[config.mk]
export PLATFORM = sky130hd
export DESIGN_NAME = vcf_gt_record_decoder_top
export DESIGN_NICKNAME = d
export VERILOG_FILES = /design/src/hw/rtl/vgrd_pkg.sv /design/src/hw/rtl/vcf_gt_record_decoder_top.sv /design/src/hw/rtl/vgrd_parser.sv /design/src/hw/rtl/vgrd_out_stage.sv
export VERILOG_INCLUDE_DIRS = /design/src /design/src/hw/rtl
export SDC_FILE = /design/constraint.sdc
export NUM_CORES = 1
export LEC_CHECK = 0
export ABC_AREA = 1
export BUFFER_PORTS_ARGS = -buffer_cell sky130_fd_sc_hd__buf_2
export CORE_ASPECT_RATIO = 2
export CORE_MARGIN = 2
export CORE_UTILIZATION = 66
export DETAILED_ROUTE_END_ITERATION = 16
export PLACE_DENSITY = 0.92
export SYNTH_ARGS = -nofsm -noshare
export SYNTH_HDL_FRONTEND = slang
export SYNTH_HIERARCHICAL = 1
export SYNTH_SLANG_ARGS = --single-unit
[constraint.sdc]
create_clock -name clk_i -period 13.06 [get_ports clk_i]
set_input_delay 2.612 -clock clk_i [delete_from_list [all_inputs] [get_ports clk_i]]
set_output_delay 2.612 -clock clk_i [all_outputs]
set_load 0.01 [all_outputs]
[src/hw/rtl/assert_macros.svh]
// Concurrent assertion helpers; compiled out for synthesis.
`ifndef ASSERT_MACROS_SVH
`define ASSERT_MACROS_SVH

`ifndef SYNTHESIS

`define ASSERT_CLK(lbl, clk, rstn, prop, msg) \
  lbl: assert property (@(posedge clk) disable iff (!(rstn)) (prop)) else $error(msg);

`define ASSERT_DEF(lbl, prop, msg) \
  `ASSERT_CLK(lbl, clk_i, rst_ni, prop, msg)

`else

`define ASSERT_CLK(lbl, clk, rstn, prop, msg)
`define ASSERT_DEF(lbl, prop, msg)

`endif

`endif

[src/hw/rtl/vgrd_pkg.sv]
package vgrd_pkg;

  localparam int unsigned CountW = 16;
  localparam int unsigned PosW   = 31;

  localparam logic [7:0] CH_TAB   = 8'h09;
  localparam logic [7:0] CH_LF    = 8'h0A;
  localparam logic [7:0] CH_CR    = 8'h0D;
  localparam logic [7:0] CH_COMMA = 8'h2C;
  localparam logic [7:0] CH_DASH  = 8'h2D;
  localparam logic [7:0] CH_DOT   = 8'h2E;
  localparam logic [7:0] CH_SLASH = 8'h2F;
  localparam logic [7:0] CH_ZERO  = 8'h30;
  localparam logic [7:0] CH_NINE  = 8'h39;
  localparam logic [7:0] CH_G     = 8'h47;
  localparam logic [7:0] CH_T     = 8'h54;
  localparam logic [7:0] CH_PIPE  = 8'h7C;

  // FORMAT field is the ninth (index 8), POS the second, ALT the fifth
  localparam logic [3:0] FLD_POS    = 4'd1;
  localparam logic [3:0] FLD_ALT    = 4'd4;
  localparam logic [3:0] FLD_FORMAT = 4'd8;

  // configuration register indexes
  localparam logic CFG_SAMPLE_COUNT = 1'b0;
  localparam logic CFG_DOSAGE_MODE  = 1'b1;

  typedef enum logic {
    KIND_CALL  = 1'b0,
    KIND_ERROR = 1'b1
  } kind_e;

  typedef enum logic [3:0] {
    ERR_NONE        = 4'd0,
    ERR_FEW_FIELDS  = 4'd1,
    ERR_NOT_GT      = 4'd2,
    ERR_POS_EMPTY   = 4'd3,
    ERR_POS_DIGIT   = 4'd4,
    ERR_POS_OVF     = 4'd5,
    ERR_MULTI_ALT   = 4'd6,
    ERR_TRUNCATED   = 4'd7,
    ERR_SEPARATOR   = 4'd8,
    ERR_BAD_ALLELE  = 4'd9,
    ERR_UNPHASED    = 4'd10
  } err_code_e;

  typedef struct packed {
    kind_e              kind;
    logic [PosW-1:0]    record_position;
    logic [CountW-1:0]  sample_number;
    logic signed [4:0]  first_allele;
    logic signed [4:0]  second_allele;
    logic signed [5:0]  allele_dosage;
    logic               is_phased;
    logic               last_in_record;
    err_code_e          error_code;
  } vgrd_result_t;

endpackage

[src/hw/rtl/vcf_gt_record_decoder_top.sv]
// GT-only VCF body decoder. Takes one text byte per beat and, at full rate, accepts a
// byte every cycle; each byte is held in the input register and parsed in one pass into
// the result register, so a genotype or error beat is presented from the result register
// after the input register. Throughput drops only while the result register is held by
// m_axis_tready low. Each call gives both alleles (-1 for '.' or '-'), the dosage and
// the record POS; the first error gives one error beat and the decoder stays silent until
// reset. Write sample_count and dosage_mode only while no bytes are in flight.
module vcf_gt_record_decoder_top import vgrd_pkg::*; #(
  parameter int unsigned MAX_SAMPLES = 65535
) (
  input  logic        clk_i,
  input  logic        rst_ni,
  input  logic        s_axis_tvalid,
  output logic        s_axis_tready,
  input  logic [7:0]  s_axis_tdata,   // [7:0] data_byte
  input  logic        s_axis_tlast,   // end_of_data
  output logic        m_axis_tvalid,
  input  logic        m_axis_tready,
  // [30:0] record_position, [46:31] sample_number, [51:47] first_allele,
  // [56:52] second_allele, [62:57] allele_dosage, [63] is_phased,
  // [67:64] error_code, [71:68] zero
  output logic [71:0] m_axis_tdata,
  output logic        m_axis_tlast,   // last_in_record
  output logic        m_axis_tuser,   // result_kind
  input  logic        cfg_we_i,
  input  logic        cfg_index_i,
  input  logic [15:0] cfg_data_i
);

  logic              in_valid_q;
  logic [7:0]        in_byte_q;
  logic              in_eod_q;
  logic              advance;
  logic              out_free;
  logic              res_valid;
  vgrd_result_t      res;
  vgrd_result_t      out_res;
  logic [CountW-1:0] sample_count_q;
  logic              dosage_mode_q;

  assign advance       = in_valid_q && out_free;
  assign s_axis_tready = !in_valid_q || advance;

  always_ff @(posedge clk_i or negedge rst_ni) begin
    if (!rst_ni) begin
      in_valid_q     <= 1'b0;
      sample_count_q <= CountW'(1);
      dosage_mode_q  <= 1'b1;
    end else begin
      if (s_axis_tvalid && s_axis_tready) begin
        in_valid_q <= 1'b1;
      end else if (advance) begin
        in_valid_q <= 1'b0;
      end
      if (cfg_we_i) begin
        case (cfg_index_i)
          CFG_SAMPLE_COUNT: sample_count_q <= cfg_data_i;
          CFG_DOSAGE_MODE:  dosage_mode_q  <= cfg_data_i[0];
          default: ;
        endcase
      end
    end
  end

  always_ff @(posedge clk_i) begin
    if (s_axis_tvalid && s_axis_tready) begin
      in_byte_q <= s_axis_tdata;
      in_eod_q  <= s_axis_tlast;
    end
  end

  vgrd_parser #(
    .MAX_SAMPLES(MAX_SAMPLES)
  ) u_parser (
    .clk_i          (clk_i),
    .rst_ni         (rst_ni),
    .step_i         (advance),
    .byte_i         (in_byte_q),
    .eod_i          (in_eod_q),
    .sample_count_i (sample_count_q),
    .dosage_mode_i  (dosage_mode_q),
    .res_valid_o    (res_valid),
    .res_o          (res)
  );

  vgrd_out_stage u_out (
    .clk_i         (clk_i),
    .rst_ni        (rst_ni),
    .load_i        (res_valid),
    .res_i         (res),
    .free_o        (out_free),
    .m_axis_tready (m_axis_tready),
    .valid_o       (m_axis_tvalid),
    .res_o         (out_res)
  );

  assign m_axis_tdata = {4'b0, out_res.error_code, out_res.is_phased, out_res.allele_dosage,
                         out_res.second_allele, out_res.first_allele,
                         out_res.sample_number, out_res.record_position};
  assign m_axis_tlast = out_res.last_in_record;
  assign m_axis_tuser = out_res.kind;

endmodule

[src/hw/rtl/vgrd_parser.sv]
`include "assert_macros.svh"

module vgrd_parser import vgrd_pkg::*; #(
  parameter int unsigned MAX_SAMPLES = 65535
) (
  input  logic              clk_i,
  input  logic              rst_ni,
  input  logic              step_i,
  input  logic [7:0]        byte_i,
  input  logic              eod_i,
  input  logic [CountW-1:0] sample_count_i,
  input  logic              dosage_mode_i,
  output logic              res_valid_o,
  output vgrd_result_t      res_o
);

  localparam int unsigned MaxClamp = (MAX_SAMPLES > 65535) ? 65535 : MAX_SAMPLES;
  localparam logic [CountW-1:0] MaxCount = CountW'(MaxClamp);

  typedef enum logic [2:0] {
    PH_SKIP,
    PH_FIELDS,
    PH_SAMPLES,
    PH_END_CR,
    PH_END_LF
  } phase_e;

  phase_e             phase_q, phase_d;
  logic [3:0]         fc_q, fc_d, fc_c;
  logic [1:0]         fl_q, fl_d, fl_c;
  logic [PosW-1:0]    pos_q, pos_d, pos_c;
  logic [CountW-1:0]  sc_q, sc_d;
  logic [1:0]         bis_q, bis_d;
  logic signed [4:0]  held_q, held_d;
  logic               ph_q, ph_d;
  logic               err_q, err_d;

  logic               run_fields;
  logic               err_hit;
  err_code_e          err_code;
  logic               emit;
  logic               emit_last;
  logic               is_eol;
  logic               is_digit;
  logic               allele_ok;
  logic signed [4:0]  allele;
  logic [PosW+3:0]    acc;
  logic [CountW-1:0]  cnt_nz;
  logic [CountW-1:0]  eff_count;
  logic               last_call;
  logic signed [5:0]  dosage;

  assign is_eol   = (byte_i inside {CH_CR, CH_LF});
  assign is_digit = (byte_i >= CH_ZERO) && (byte_i <= CH_NINE);
  assign allele_ok = is_digit || (byte_i inside {CH_DOT, CH_DASH});
  assign allele    = is_digit ? $signed({1'b0, byte_i[3:0]}) : 5'sh1F;

  // pos * 10 + digit, widened so overflow past 31 bits is visible; POS digits
  // only arrive inside a record, where the accumulator is already current
  assign acc = ({4'b0, pos_q} << 3) + ({4'b0, pos_q} << 1) + {{(PosW){1'b0}}, byte_i[3:0]};

  assign cnt_nz    = (sample_count_i == '0) ? CountW'(1) : sample_count_i;
  assign eff_count = (cnt_nz > MaxCount) ? MaxCount : cnt_nz;
  assign last_call = ({1'b0, sc_q} + (CountW+1)'(1)) >= {1'b0, eff_count};

  assign dosage = (held_q < 0 || allele < 0) ? -6'sd1
                : ({held_q[4], held_q} + {allele[4], allele});

  always_comb begin
    phase_d    = phase_q;
    fc_d       = fc_q;
    fl_d       = fl_q;
    pos_d      = pos_q;
    sc_d       = sc_q;
    bis_d      = bis_q;
    held_d     = held_q;
    ph_d       = ph_q;
    err_d      = err_q;
    fc_c       = fc_q;
    fl_c       = fl_q;
    pos_c      = pos_q;
    run_fields = 1'b0;
    err_hit    = 1'b0;
    err_code   = ERR_NONE;
    emit       = 1'b0;
    emit_last  = 1'b0;

    if (step_i && !err_q) begin
      case (phase_q)
        PH_SKIP: begin
          if (!is_eol) begin
            phase_d    = PH_FIELDS;
            fc_c       = '0;
            fl_c       = '0;
            pos_c      = '0;
            run_fields = 1'b1;
          end
        end
        PH_FIELDS: begin
          run_fields = 1'b1;
        end
        PH_SAMPLES: begin
          case (bis_q)
            2'd0: begin
              if (!allele_ok) begin
                err_hit = 1'b1; err_code = ERR_BAD_ALLELE;
              end else if (eod_i) begin
                err_hit = 1'b1; err_code = ERR_TRUNCATED;
              end else begin
                held_d = allele;
                bis_d  = 2'd1;
              end
            end
            2'd1: begin
              if (!(byte_i inside {CH_PIPE, CH_SLASH})) begin
                err_hit = 1'b1; err_code = ERR_SEPARATOR;
              end else if (byte_i == CH_SLASH && !dosage_mode_i) begin
                err_hit = 1'b1; err_code = ERR_UNPHASED;
              end else if (eod_i) begin
                err_hit = 1'b1; err_code = ERR_TRUNCATED;
              end else begin
                ph_d  = (byte_i == CH_PIPE);
                bis_d = 2'd2;
              end
            end
            2'd2: begin
              if (!allele_ok) begin
                err_hit = 1'b1; err_code = ERR_BAD_ALLELE;
              end else if (last_call) begin
                emit      = 1'b1;
                emit_last = 1'b1;
                phase_d   = PH_END_CR;
              end else if (eod_i) begin
                err_hit = 1'b1; err_code = ERR_TRUNCATED;
              end else begin
                emit  = 1'b1;
                bis_d = 2'd3;
              end
            end
            default: begin
              if (byte_i != CH_TAB) begin
                err_hit = 1'b1; err_code = ERR_SEPARATOR;
              end else if (eod_i) begin
                err_hit = 1'b1; err_code = ERR_TRUNCATED;
              end else begin
                sc_d  = sc_q + CountW'(1);
                bis_d = 2'd0;
              end
            end
          endcase
        end
        PH_END_CR: begin
          if (byte_i == CH_CR) begin
            phase_d = PH_END_LF;
          end else if (byte_i == CH_LF) begin
            phase_d = PH_SKIP;
          end else begin
            err_hit = 1'b1; err_code = ERR_SEPARATOR;
          end
        end
        PH_END_LF: begin
          if (byte_i == CH_LF) begin
            phase_d = PH_SKIP;
          end else begin
            err_hit = 1'b1; err_code = ERR_SEPARATOR;
          end
        end
        default: begin
          phase_d = PH_SKIP;
        end
      endcase

      if (run_fields) begin
        fc_d  = fc_c;
        fl_d  = fl_c;
        pos_d = pos_c;
        if (byte_i == CH_TAB) begin
          if (fc_c == FLD_POS && fl_c == 2'd0) begin
            err_hit = 1'b1; err_code = ERR_POS_EMPTY;
          end else if (fc_c == FLD_FORMAT) begin
            if (fl_c != 2'd2) begin
              err_hit = 1'b1; err_code = ERR_NOT_GT;
            end else if (eod_i) begin
              err_hit = 1'b1; err_code = ERR_TRUNCATED;
            end else begin
              phase_d = PH_SAMPLES;
              sc_d    = '0;
              bis_d   = 2'd0;
            end
          end else if (eod_i) begin
            err_hit = 1'b1; err_code = ERR_FEW_FIELDS;
          end else begin
            fc_d = fc_c + 4'd1;
            fl_d = '0;
            if (fc_c == 4'd0) pos_d = '0;
          end
        end else if (is_eol) begin
          err_hit = 1'b1; err_code = ERR_FEW_FIELDS;
        end else begin
          if (fc_c == FLD_POS) begin
            if (!is_digit) begin
              err_hit = 1'b1; err_code = ERR_POS_DIGIT;
            end else if (|acc[PosW+3:PosW]) begin
              err_hit = 1'b1; err_code = ERR_POS_OVF;
            end else begin
              pos_d = acc[PosW-1:0];
            end
          end else if (fc_c == FLD_ALT) begin
            if (dosage_mode_i && byte_i == CH_COMMA) begin
              err_hit = 1'b1; err_code = ERR_MULTI_ALT;
            end
          end else if (fc_c == FLD_FORMAT) begin
            if (fl_c >= 2'd2) begin
              err_hit = 1'b1; err_code = ERR_NOT_GT;
            end else if (byte_i != ((fl_c == 2'd0) ? CH_G : CH_T)) begin
              err_hit = 1'b1; err_code = ERR_NOT_GT;
            end
          end
          if (!err_hit) begin
            if (fl_c != 2'd3) fl_d = fl_c + 2'd1;
            if (eod_i) begin
              err_hit = 1'b1; err_code = ERR_FEW_FIELDS;
            end
          end
        end
      end

      if (eod_i) phase_d = PH_SKIP;
      if (err_hit) err_d = 1'b1;
    end
  end

  always_comb begin
    res_o       = '0;
    res_valid_o = err_hit || emit;
    if (err_hit) begin
      res_o.kind       = KIND_ERROR;
      res_o.error_code = err_code;
    end else begin
      res_o.kind            = KIND_CALL;
      res_o.record_position = pos_q;
      res_o.sample_number   = sc_q;
      res_o.first_allele    = held_q;
      res_o.second_allele   = allele;
      res_o.allele_dosage   = dosage;
      res_o.is_phased       = ph_q;
      res_o.last_in_record  = emit_last;
      res_o.error_code      = ERR_NONE;
    end
  end

  always_ff @(posedge clk_i or negedge rst_ni) begin
    if (!rst_ni) begin
      phase_q <= PH_SKIP;
      fc_q    <= '0;
      fl_q    <= '0;
      pos_q   <= '0;
      sc_q    <= '0;
      bis_q   <= '0;
      held_q  <= '0;
      ph_q    <= 1'b0;
      err_q   <= 1'b0;
    end else begin
      phase_q <= phase_d;
      fc_q    <= fc_d;
      fl_q    <= fl_d;
      pos_q   <= pos_d;
      sc_q    <= sc_d;
      bis_q   <= bis_d;
      held_q  <= held_d;
      ph_q    <= ph_d;
      err_q   <= err_d;
    end
  end

  `ASSERT_DEF(a_silent_after_err, err_q |-> !res_valid_o, "result after sticky error")
  `ASSERT_DEF(a_kind_code, res_valid_o |-> ((res_o.kind == KIND_ERROR) == (res_o.error_code != ERR_NONE)), "error code does not match result kind")
  `ASSERT_DEF(a_call_src, (res_valid_o && res_o.kind == KIND_CALL) |-> (phase_q == PH_SAMPLES && bis_q == 2'd2), "call emitted outside second allele byte")
  `ASSERT_DEF(a_err_sticks, err_q |=> err_q, "error flag cleared without reset")

endmodule

[src/hw/rtl/vgrd_out_stage.sv]
`include "assert_macros.svh"

module vgrd_out_stage import vgrd_pkg::*; (
  input  logic         clk_i,
  input  logic         rst_ni,
  input  logic         load_i,
  input  vgrd_result_t res_i,
  output logic         free_o,
  input  logic         m_axis_tready,
  output logic         valid_o,
  output vgrd_result_t res_o
);

  logic         valid_q, valid_d;
  vgrd_result_t res_q;

  // slot can take a new result when empty or draining this cycle
  assign free_o  = !valid_q || m_axis_tready;
  assign valid_d = load_i || (valid_q && !m_axis_tready);
  assign valid_o = valid_q;
  assign res_o   = res_q;

  always_ff @(posedge clk_i or negedge rst_ni) begin
    if (!rst_ni) begin
      valid_q <= 1'b0;
    end else begin
      valid_q <= valid_d;
    end
  end

  always_ff @(posedge clk_i) begin
    if (load_i) begin
      res_q <= res_i;
    end
  end

  `ASSERT_DEF(a_no_overwrite, load_i |-> (!valid_q || m_axis_tready), "pending result overwritten")

endmodule

==> results_dict.tcl, run 1 <==
set metrics [dict create \
    synth_edf_count 79 \
    min_path_cells 2 \
    yosys.area_share.adder 0.0947 \
    grt_start_max_net_pins 72 \
    antenna_found_initial 1 \
    critPathRequiredTime_ps 13220 \
    grt_pass1_wl_um 56000 \
    grt_overflow_total 0 \
    finalSetupTns_ps 0 \
    leakagePower_nw 6.80 \
    synthesis.area_mm2 0.0123 \
    hold_viol_final 0 \
    placementRows 70 \
    initial_core_util 0.673 \
    multi_input_area_mm2 0.00652 \
    final_nets 1806 \
    relSlewSlack 0.327 \
    routed_wl_um 35200 \
    routedLengthMet1_um 11000 \
    synth_top_area_cell "edfxtp_1" \
    worst_setup_path_end_kind "flop" \
    final_core_util 0.737 \
    h-tree-depth 4 \
    rsz0062_at_grt "false" \
    ys_top_cells_by_area "edfxtp_1 19%, dfrtp_1 17%, nand2_1 13%, ha_1 9.0%, inv_1 6.9%" \
    finalWorstSetupSlack_ps 7040 \
    port_buffers 102 \
    cts_setup_buffers 0 \
    clk_latency_ps 440 \
    placedCellCount 1881 \
    fp.dieArea_mm2 0.0197 \
    maxCapViolCount 0 \
    synthSimpleGateAreaFrac 0.300 \
    finalSetupViolations 0 \
    cp-startpoint "m_axis_tready" \
    most-common-layout-cells "410 x nand2_1, 225 x inv_1, 154 x nor2_1" \
    core_mm2 0.0182 \
    fmax_ghz 0.166 \
    regArea_mm2 0.00448 \
    synth_top_family_by_area "simple AND/OR/NAND/NOR gates" \
    period_needed_ps 6020 \
    post-place-ws_ps 6680 \
    top_layer "met4" \
    skew_ps 13.1 \
    drive_gt1_frac 0.159 \
    netlist_instances 1597 \
    track_usage 0.369 \
    cts_inserted_buffers 17 \
    cts_hold_buf 0 \
    crit_path_start_kind "primary input" \
    ys_seq_area_frac 0.365 \
    clock-sinks 163 \
    wl_met2_um 19200 \
    cts.clk_slew.worst_paths_ps 60 \
    grt_pass1_vias 11600 \
    powerDensity_mw_per_mm2 87.1 \
    cts_tree "yes" \
    hpwl_um 26300 \
    worstHoldStart "sample_count_q[0]" \
    arrival_ps 6170 \
    synth_compound_area_frac 0.104 \
    synthFlopType "dfrtp_1" \
    tightestPinTransition_ps 1010 \
    area_delta_synth_final_pct 9.62 \
    ys_seq_elements 163 \
    syn_avg_cell_area_um2 7.67 \
    via_per_inst 5.92 \
    wl_per_cell_um 18.4 \
    layoutNonFillerInstCount 1914 \
    die_h_um 197 \
    place_congestion 1.01 \
    r2r-start "u_parser/sc_q[0]" \
    drtIter0Drc 772 \
    die_w_um 100 \
    cp_max_fo 36 \
    hold_class "flop to flop" \
    final-max-slew-violation-count 0 \
    cts_root_buf "clkbuf_16" \
    synth_mux_area_frac 0.000919 \
    ys.warnings.count 6 \
    drc 0 \
    io-pin-count 107 \
    min_period_over_period 0.461 \
    worstSetupPathType "primary input to flop" \
    dr_wl_met3_um 1860 \
    clockBufferDepth 2 \
    drtAntennaViolNets 0 \
    synth.distinct_cells 52 \
    yosys.area_share.xor_xnor 0.0300 \
    hold_ws_ps 483 \
    final_common_cell "nand2_1" \
    cts_resized 0 \
    ir_drop_mv 0.0926 \
    synth.top_cell.area_share 0.194 \
    async_flop_share 0.515 \
    first_pass_iters 6 \
    status "finished clean" \
    reg2reg_depth 29 \
    fillers 1424 \
    dr_total_vias 11300 \
]
==> kinds of logic after synthesis <==
logic type / count (synthesis)
multiplexers: 1
buffers and inverters: 299
XOR/XNOR: 42
adder cells (fa/ha/maj): 91
AND/OR/NAND/NOR: 776
flip-flops: 163
AO/OA/AOI/OAI: 224
other: 1
==> stage by stage <==
| stage | instance area [um2] | power, mW |
|---|---|---|
| 6_report | 13400 | 1.17 |
| 2_1_floorplan | 12300 | 0.605 |
| 3_5_place_dp | 12800 | 0.630 |
| 3_3_place_gp | 12800 | 0.626 |
| 4_1_cts | 13400 | 1.17 |
| 5_1_grt | 13400 | 1.20 |
==> worst max-delay path, stage by stage <==
cell and delay [ps]:
buf_2 70, inv_1 40, nand2_2 70, nand2_1 60, inv_1 70, nand2_1 240, nor2_2 180, buf_4 350
inv_1 280, buf_4 310, o21ai_2 200, nand2_2 130, inv_4 680, buf_4 690, nor2_1 110
==> flip-flops by register name, summed over array words and instances (netlist names), 2 cells and up <==
signal	count
u_out/res_o	70
u_parser/sc_q	16
u_parser/pos_q	31
u_parser/fc_q	4
u_parser/held_q	5
sample_count_q	16
u_parser/fl_q	2
in_byte_q	8
u_parser/phase_q	3
u_parser/bis_q	2
==> report_power, final <==
| part | total (mW) | internal (mW) | leakage [nW] | switching [mW] |
|---|---|---|---|---|
| registers | 0.555 | 0.545 | 1.72 | 0.00940 |
| clock network | 0.546 | 0.338 | 0.296 | 0.208 |
| logic | 0.0687 | 0.0222 | 4.78 | 0.0465 |
==> path summary, 6_finish.rpt <==
kind                                     end  slack, ps
setup / recovery             u_out/res_o[67]       7040
hold / removal             sample_count_q[0]        480
setup reg to reg             u_out/res_o[67]       7330
hold reg to reg            sample_count_q[0]        480
max in group asynchronous  sample_count_q[3]       9810
min in group asynchronous  u_parser/pos_q[5]       2030
==> cell usage after synthesis, types with 5 or more instances <==
| cell | number |
|---|---|
| nor2_2 | 5 |
| nand3_1 | 73 |
| a31oi_1 | 21 |
| xnor2_1 | 12 |
| edfxtp_1 | 79 |
| nor3_1 | 21 |
| o211ai_1 | 11 |
| o22ai_1 | 7 |
| a22oi_1 | 12 |
| nor2_4 | 59 |
| inv_1 | 225 |
| a21oi_1 | 94 |
| inv_2 | 27 |
| nand3_2 | 6 |
| o21ai_0 | 57 |
| nor2_1 | 154 |
| nand2_1 | 411 |
| ha_1 | 88 |
| nand4_1 | 16 |
| dfrtp_1 | 82 |
| buf_12 | 6 |
| xor2_1 | 30 |
| nor4_1 | 5 |
| buf_4 | 9 |
| buf_2 | 9 |
| clkbuf_1 | 17 |
| nand2_2 | 13 |
==> layer usage <==
layer | up-vias | track usage
li1 | 5328 | -
met1 | 5268 | 0.339
met2 | 521 | 0.680
met3 | 212 | 0.0670
met4 | 0 | 0.305
met5 | - | 0
==> cell type report <==
class | count | area share
diodes | 1 | 0.000186
clock buffers | 18 | 0.0319
clock inverters | 14 | 0.0156
inverters | 254 | 0.0712
multi-input cells | 1138 | 0.485
flip-flops and latches | 163 | 0.333
well taps | 216 | 0.0201
repair buffers | 110 | 0.0427
Note: power is estimated with default switching activity, not from simulation.
==> run 2, diff against run 1 <==
- CORE_UTILIZATION: 66 -> 61
- PLACE_DENSITY: 0.92 -> 0.86
- clock period: 13.06 -> 6.15 ns (I/O delays scaled with it)
==> run 2 against run 1 <==
  * Sequential share of layout area decreased by 0.19 points
  * Via count about the same
  * Clock power increased by 110%
  * Routed wire length decreased by 2.5%
==> results_dict.tcl, run 2 (same netlist as run 1, synthesis figures left out) <==
set metrics [dict create \
    grt_use_met3 0.0491 \
    most-common-layout-cells "410 x nand2_1, 225 x inv_1, 154 x nor2_1" \
    grt_pass1_wl_um 54000 \
    die_w_um 104 \
    place_congestion 1.02 \
    use_met2 0.617 \
    cts_root_buf "clkbuf_16" \
    cts_resized 0 \
    final-max-slew-violation-count 0 \
    drtAntennaViolNets 0 \
    grt_start_max_net_pins 72 \
    placementRows 73 \
    busiest_layer "met2" \
    worst_setup_path_end_kind "flop" \
    layoutNonFillerInstCount 1962 \
    crit_path_start_kind "flop" \
    critPathRequiredTime_ps 6340 \
    fmax_ghz 0.197 \
    cts_setup_buffers 0 \
    worstSetupPathType "flop to flop" \
    h-tree-depth 4 \
    regArea_mm2 0.00448 \
    routed_wl_um 34300 \
    slowest_delay_ps 570 \
    powerDensity_mw_per_mm2 182 \
    grt_overflow_total 0 \
    dr_total_vias 11300 \
    clockBufferDepth 2 \
    multi_input_area_mm2 0.00652 \
    grt_util_met1 0.295 \
    fin_area_mm2 0.0135 \
    track_usage 0.323 \
    largest_register_ffs 70 \
    io-pin-count 107 \
    finalSetupTns_ps 0 \
    drc 0 \
    area_delta_synth_final_pct 10.3 \
    maxCapViolCount 0 \
    hold_class "flop to flop" \
    grt_pass1_vias 11400 \
    diodes 0 \
    placedCellCount 1930 \
    period_needed_ps 5070 \
    die_h_um 204 \
    rsz0062_at_grt "false" \
    clock-sinks 163 \
    crit_family "simple AND/OR/NAND/NOR gates" \
    skew_ps 11.5 \
    via_per_inst 5.78 \
    first_pass_iters 7 \
    drtIter0Drc 789 \
    cts_tree "yes" \
    ff2ff_setup_slack_ps 1080 \
    finalSetupViolations 0 \
    antenna_found_initial 0 \
    arrival_ps 5250 \
    final_nets 1809 \
    initial_core_util 0.618 \
    fillers 1672 \
    placed_area_mm2 0.0129 \
    wl_per_cell_um 17.5 \
    hpwl_um 26000 \
    cts_hold_buf 0 \
    cp_max_fo 26 \
    final_common_cell "nand2_1" \
    drive_gt1_frac 0.162 \
    cp_slowest_cell "inv_4" \
    fp.dieArea_mm2 0.0213 \
    cts_inserted_buffers 17 \
    hold_viol_final 0 \
    min_period_over_period 0.824 \
    tightestPinTransition_ps 988 \
    ir_drop_mv 0.164 \
    final_core_util 0.682 \
    crit_buf_inv 3 \
    leakagePower_nw 6.83 \
    cp_common_cell "nand2_1" \
    core_mm2 0.0198 \
    relSlewSlack 0.339 \
    clk_latency_ps 450 \
    port_buffers 102 \
    cts.clk_slew.worst_paths_ps 60 \
    status "finished clean" \
]
## run 2: cell types whose count changed in the layout (fill, tap and decap cells not counted), moves of 2 or more
cell | before | now
inv_6 | 2 | 8
clkinv_1 | 5 | 2
clkinv_4 | 0 | 3
clkinvlp_4 | 4 | 0
bufinv_16 | 5 | 3
buf_4 | 9 | 11
## run 2: worst min-delay path, stage by stage, from the launching register on
cell and delay (ps):
dfstp_2 380, nand2_1 60, nand2_1 40
## run 2: power by group
| group | internal, mW | leakage (nW) | switching (mW) |
|---|---|---|---|
| clock | 0.662 | 0.308 | 0.473 |
| sequential | 1.16 | 1.72 | 0.0200 |
| combinational | 0.0466 | 4.80 | 0.0952 |
## run 2: final timing paths
kind                       cells past startpoint               from                 to
max                                           29   u_parser/sc_q[0]     u_out/res_o[8]
min                                            2  sample_count_q[0]  sample_count_q[0]
max reg2reg                                   29   u_parser/sc_q[0]     u_out/res_o[8]
min reg2reg                                    2  sample_count_q[0]  sample_count_q[0]
max in group asynchronous                      2             rst_ni  sample_count_q[2]
min in group asynchronous                      1             rst_ni      u_out/valid_o
## run 2: metal layers
metal	wire length, um	share of wire
met5	0	0
met4	3010	0.088
met3	2000	0.058
met2	18400	0.54
met1	10900	0.32
## run 2: final cells by class
cell class                      instances  share of cell area
Clock buffer                           18              0.0325
Clock inverter                         14              0.0138
Inverter                              254              0.0707
Multi-Input combinational cell       1138               0.482
Sequential cell                       163               0.331
Tap cell                              262              0.0243
Timing Repair Buffer                  113              0.0450
## run 2: through the flow
| stage | hold slack [ps] | worst slack (ps) | total power, mW |
|---|---|---|---|
| floorplan | 422 | 1070 | 1.28 |
| global placement | 472 | 1360 | 1.33 |
| detailed placement | 477 | 1190 | 1.34 |
| CTS | 491 | 1160 | 2.46 |
| global route | 506 | 576 | 2.53 |
| finish | 489 | 1080 | 2.45 |
==> run 3, diff against run 2 <==
- clock period: 6.15 -> 5.2 ns (I/O delays scaled with it)
==> run 3 against run 2 <==
  * Global-route usage is 1.1 points higher
  * Sequential cell count stayed put
  * Via count is 0.64% lower
  * Critical endpoint unchanged
  * Worst hold slack better by 5.8 ps
  * Largest power group unchanged
  * Critical path type unchanged
  * Count of clock-buffer cells in the layout stayed put
  * Final area is 0.20% higher
  * Clock power is 15% higher
  * Routed wire length is 0.84% higher
  * Sequential share of layout area is 0.067 points lower
  * Non-clock buffer count is 3 higher
  * Clock skew is 3.3 ps lower
  * Power is 16% higher
==> results_dict.tcl, run 3 (same netlist as run 1, synthesis figures left out) <==
set metrics [dict create \
    io-pin-count 107 \
    cts_hold_buf 0 \
    finalSetupTns_ps 0 \
    hold_viol_final 0 \
    fmax_ghz 0.209 \
    via_per_inst 5.73 \
    routed_wl_um 34600 \
    final_nets 1812 \
    most-common-layout-cells "410 x nand2_1, 225 x inv_1, 154 x nor2_1" \
    p_int_mw 2.18 \
    comb_power_share 0.056 \
    switching_share 0.236 \
    grt_pass1_vias 11300 \
    slowest_delay_ps 440 \
    rsz0062_at_grt "false" \
    port_buffers 102 \
    maxCapViolCount 0 \
    wl_met2_um 19200 \
    clkPwrFrac 0.455 \
    cp_common_cell "nand2_1" \
    powerDensity_mw_per_mm2 211 \
    first_pass_iters 6 \
    grt_pass1_wl_um 55100 \
    die_w_um 104 \
    final_core_util 0.683 \
    grt_overflow_total 0 \
    wl_per_cell_um 17.6 \
    drtIter0Drc 731 \
    drtAntennaViolNets 0 \
    p_total_mw 2.86 \
    diodes 0 \
    cts_inserted_buffers 17 \
    cts_setup_buffers 0 \
    place_congestion 1.03 \
    relSlewSlack 0.355 \
    cts_resized 0 \
    routedLengthMet1_um 11000 \
    placedCellCount 1933 \
    drc 0 \
    worst_setup_path_end_kind "flop" \
    grt_start_max_net_pins 48 \
    worstSetupPathType "flop to flop" \
    placementRows 73 \
    fp.dieArea_mm2 0.0213 \
    ir_drop_mv 0.275 \
    critPathRequiredTime_ps 5380 \
    tightestPinTransition_ps 960 \
    hold_ws_ps 495 \
    antenna_found_initial 0 \
    pwr-share-seq 0.489 \
    h-tree-depth 4 \
    dr_total_vias 11300 \
    crit_path_start_kind "flop" \
    cp_slowest_cell "dfrtp_1" \
    cts_root_buf "clkbuf_16" \
    cts_tree "yes" \
    core_mm2 0.0198 \
    final_common_cell "nand2_1" \
    dr_wl_met3_um 1640 \
    clockBufferDepth 2 \
    clock-sinks 163 \
    leakagePower_nw 6.83 \
    clk_latency_ps 440 \
    layoutNonFillerInstCount 1965 \
    cts.clk_slew.worst_paths_ps 60 \
    hpwl_um 27000 \
    finalSetupViolations 0 \
    die_h_um 204 \
    period_needed_ps 4780 \
    area_delta_synth_final_pct 10.5 \
    final-max-slew-violation-count 0 \
    arrival_ps 4950 \
    initial_core_util 0.618 \
    track_usage 0.334 \
    fillers 1684 \
    drive_gt1_frac 0.163 \
    hold_class "flop to flop" \
    power.switching_mw 0.675 \
    largest_register_ffs 70 \
    status "finished clean" \
    top_layer "met4" \
    skew_ps 8.18 \
    cp_max_fo 36 \
    min_period_over_period 0.919 \
]
run 3: cell types whose count changed in the layout (fill, tap and decap cells not counted):
cell and change:
buf_12 +2, buf_4 +1, clkbuf_1 +1, clkbuf_8 -1, clkinv_1 +1, clkinv_4 -1
clkinvlp_4 +4, inv_6 -4
run 3: cell type report:
class                           count  area (um2)  share of cell area
Inverter                          254         956              0.0706
Multi-Input combinational cell   1138        6520               0.481
Clock inverter                     14         176              0.0130
Tap cell                          262         328              0.0242
Timing Repair Buffer              116         656              0.0484
Sequential cell                   163        4480               0.331
Clock buffer                       18         429              0.0317
run 3: final timing paths:
check | from | to | slack (ps) | cells after the start
worst min register to register | sample_count_q[0] | sample_count_q[0] | 490 | 2
worst min-delay path | sample_count_q[0] | sample_count_q[0] | 490 | 2
min in group asynchronous | rst_ni | u_parser/pos_q[6] | 620 | 1
worst max-delay path | u_parser/sc_q[0] | u_out/res_o[8] | 420 | 29
worst max register to register | u_parser/sc_q[0] | u_out/res_o[8] | 420 | 29
max in group asynchronous | rst_ni | sample_count_q[0] | 3570 | 2
run 3: routing by layer:
layer | global-route usage | vias up
li1 | - | 5339
met1 | 0.300 | 5244
met2 | 0.645 | 490
met3 | 0.0536 | 193
met4 | 0.266 | 0
met5 | 0 | -
run 3: through the flow:
step           setup slack (ps)  area [um2]
4_1_cts                     513       13500
5_1_grt                    30.7       13500
6_report                    422       13500
2_1_floorplan               124       12300
3_5_place_dp                533       12900
3_3_place_gp                671       12900
run 3: power by group through the flow:
stage	Clock, mW	Combinational [mW]	Sequential, mW
floorplan	0	0.108	1.41
global placement	0	0.152	1.42
detailed placement	0	0.158	1.42
CTS	1.31	0.160	1.40
global route	1.36	0.182	1.40
finish	1.30	0.161	1.40
run 3: critical path, delay by kind of cell (launching register included):
family                     cells  cell delay, ps
AOI/OAI and AO/OA              1             110
xor gates and xnor gates       1             240
adders and majority gates      1             320
buffers and inverters          3             700
DFF                            1             440
and+or+nand+nor               23            2660
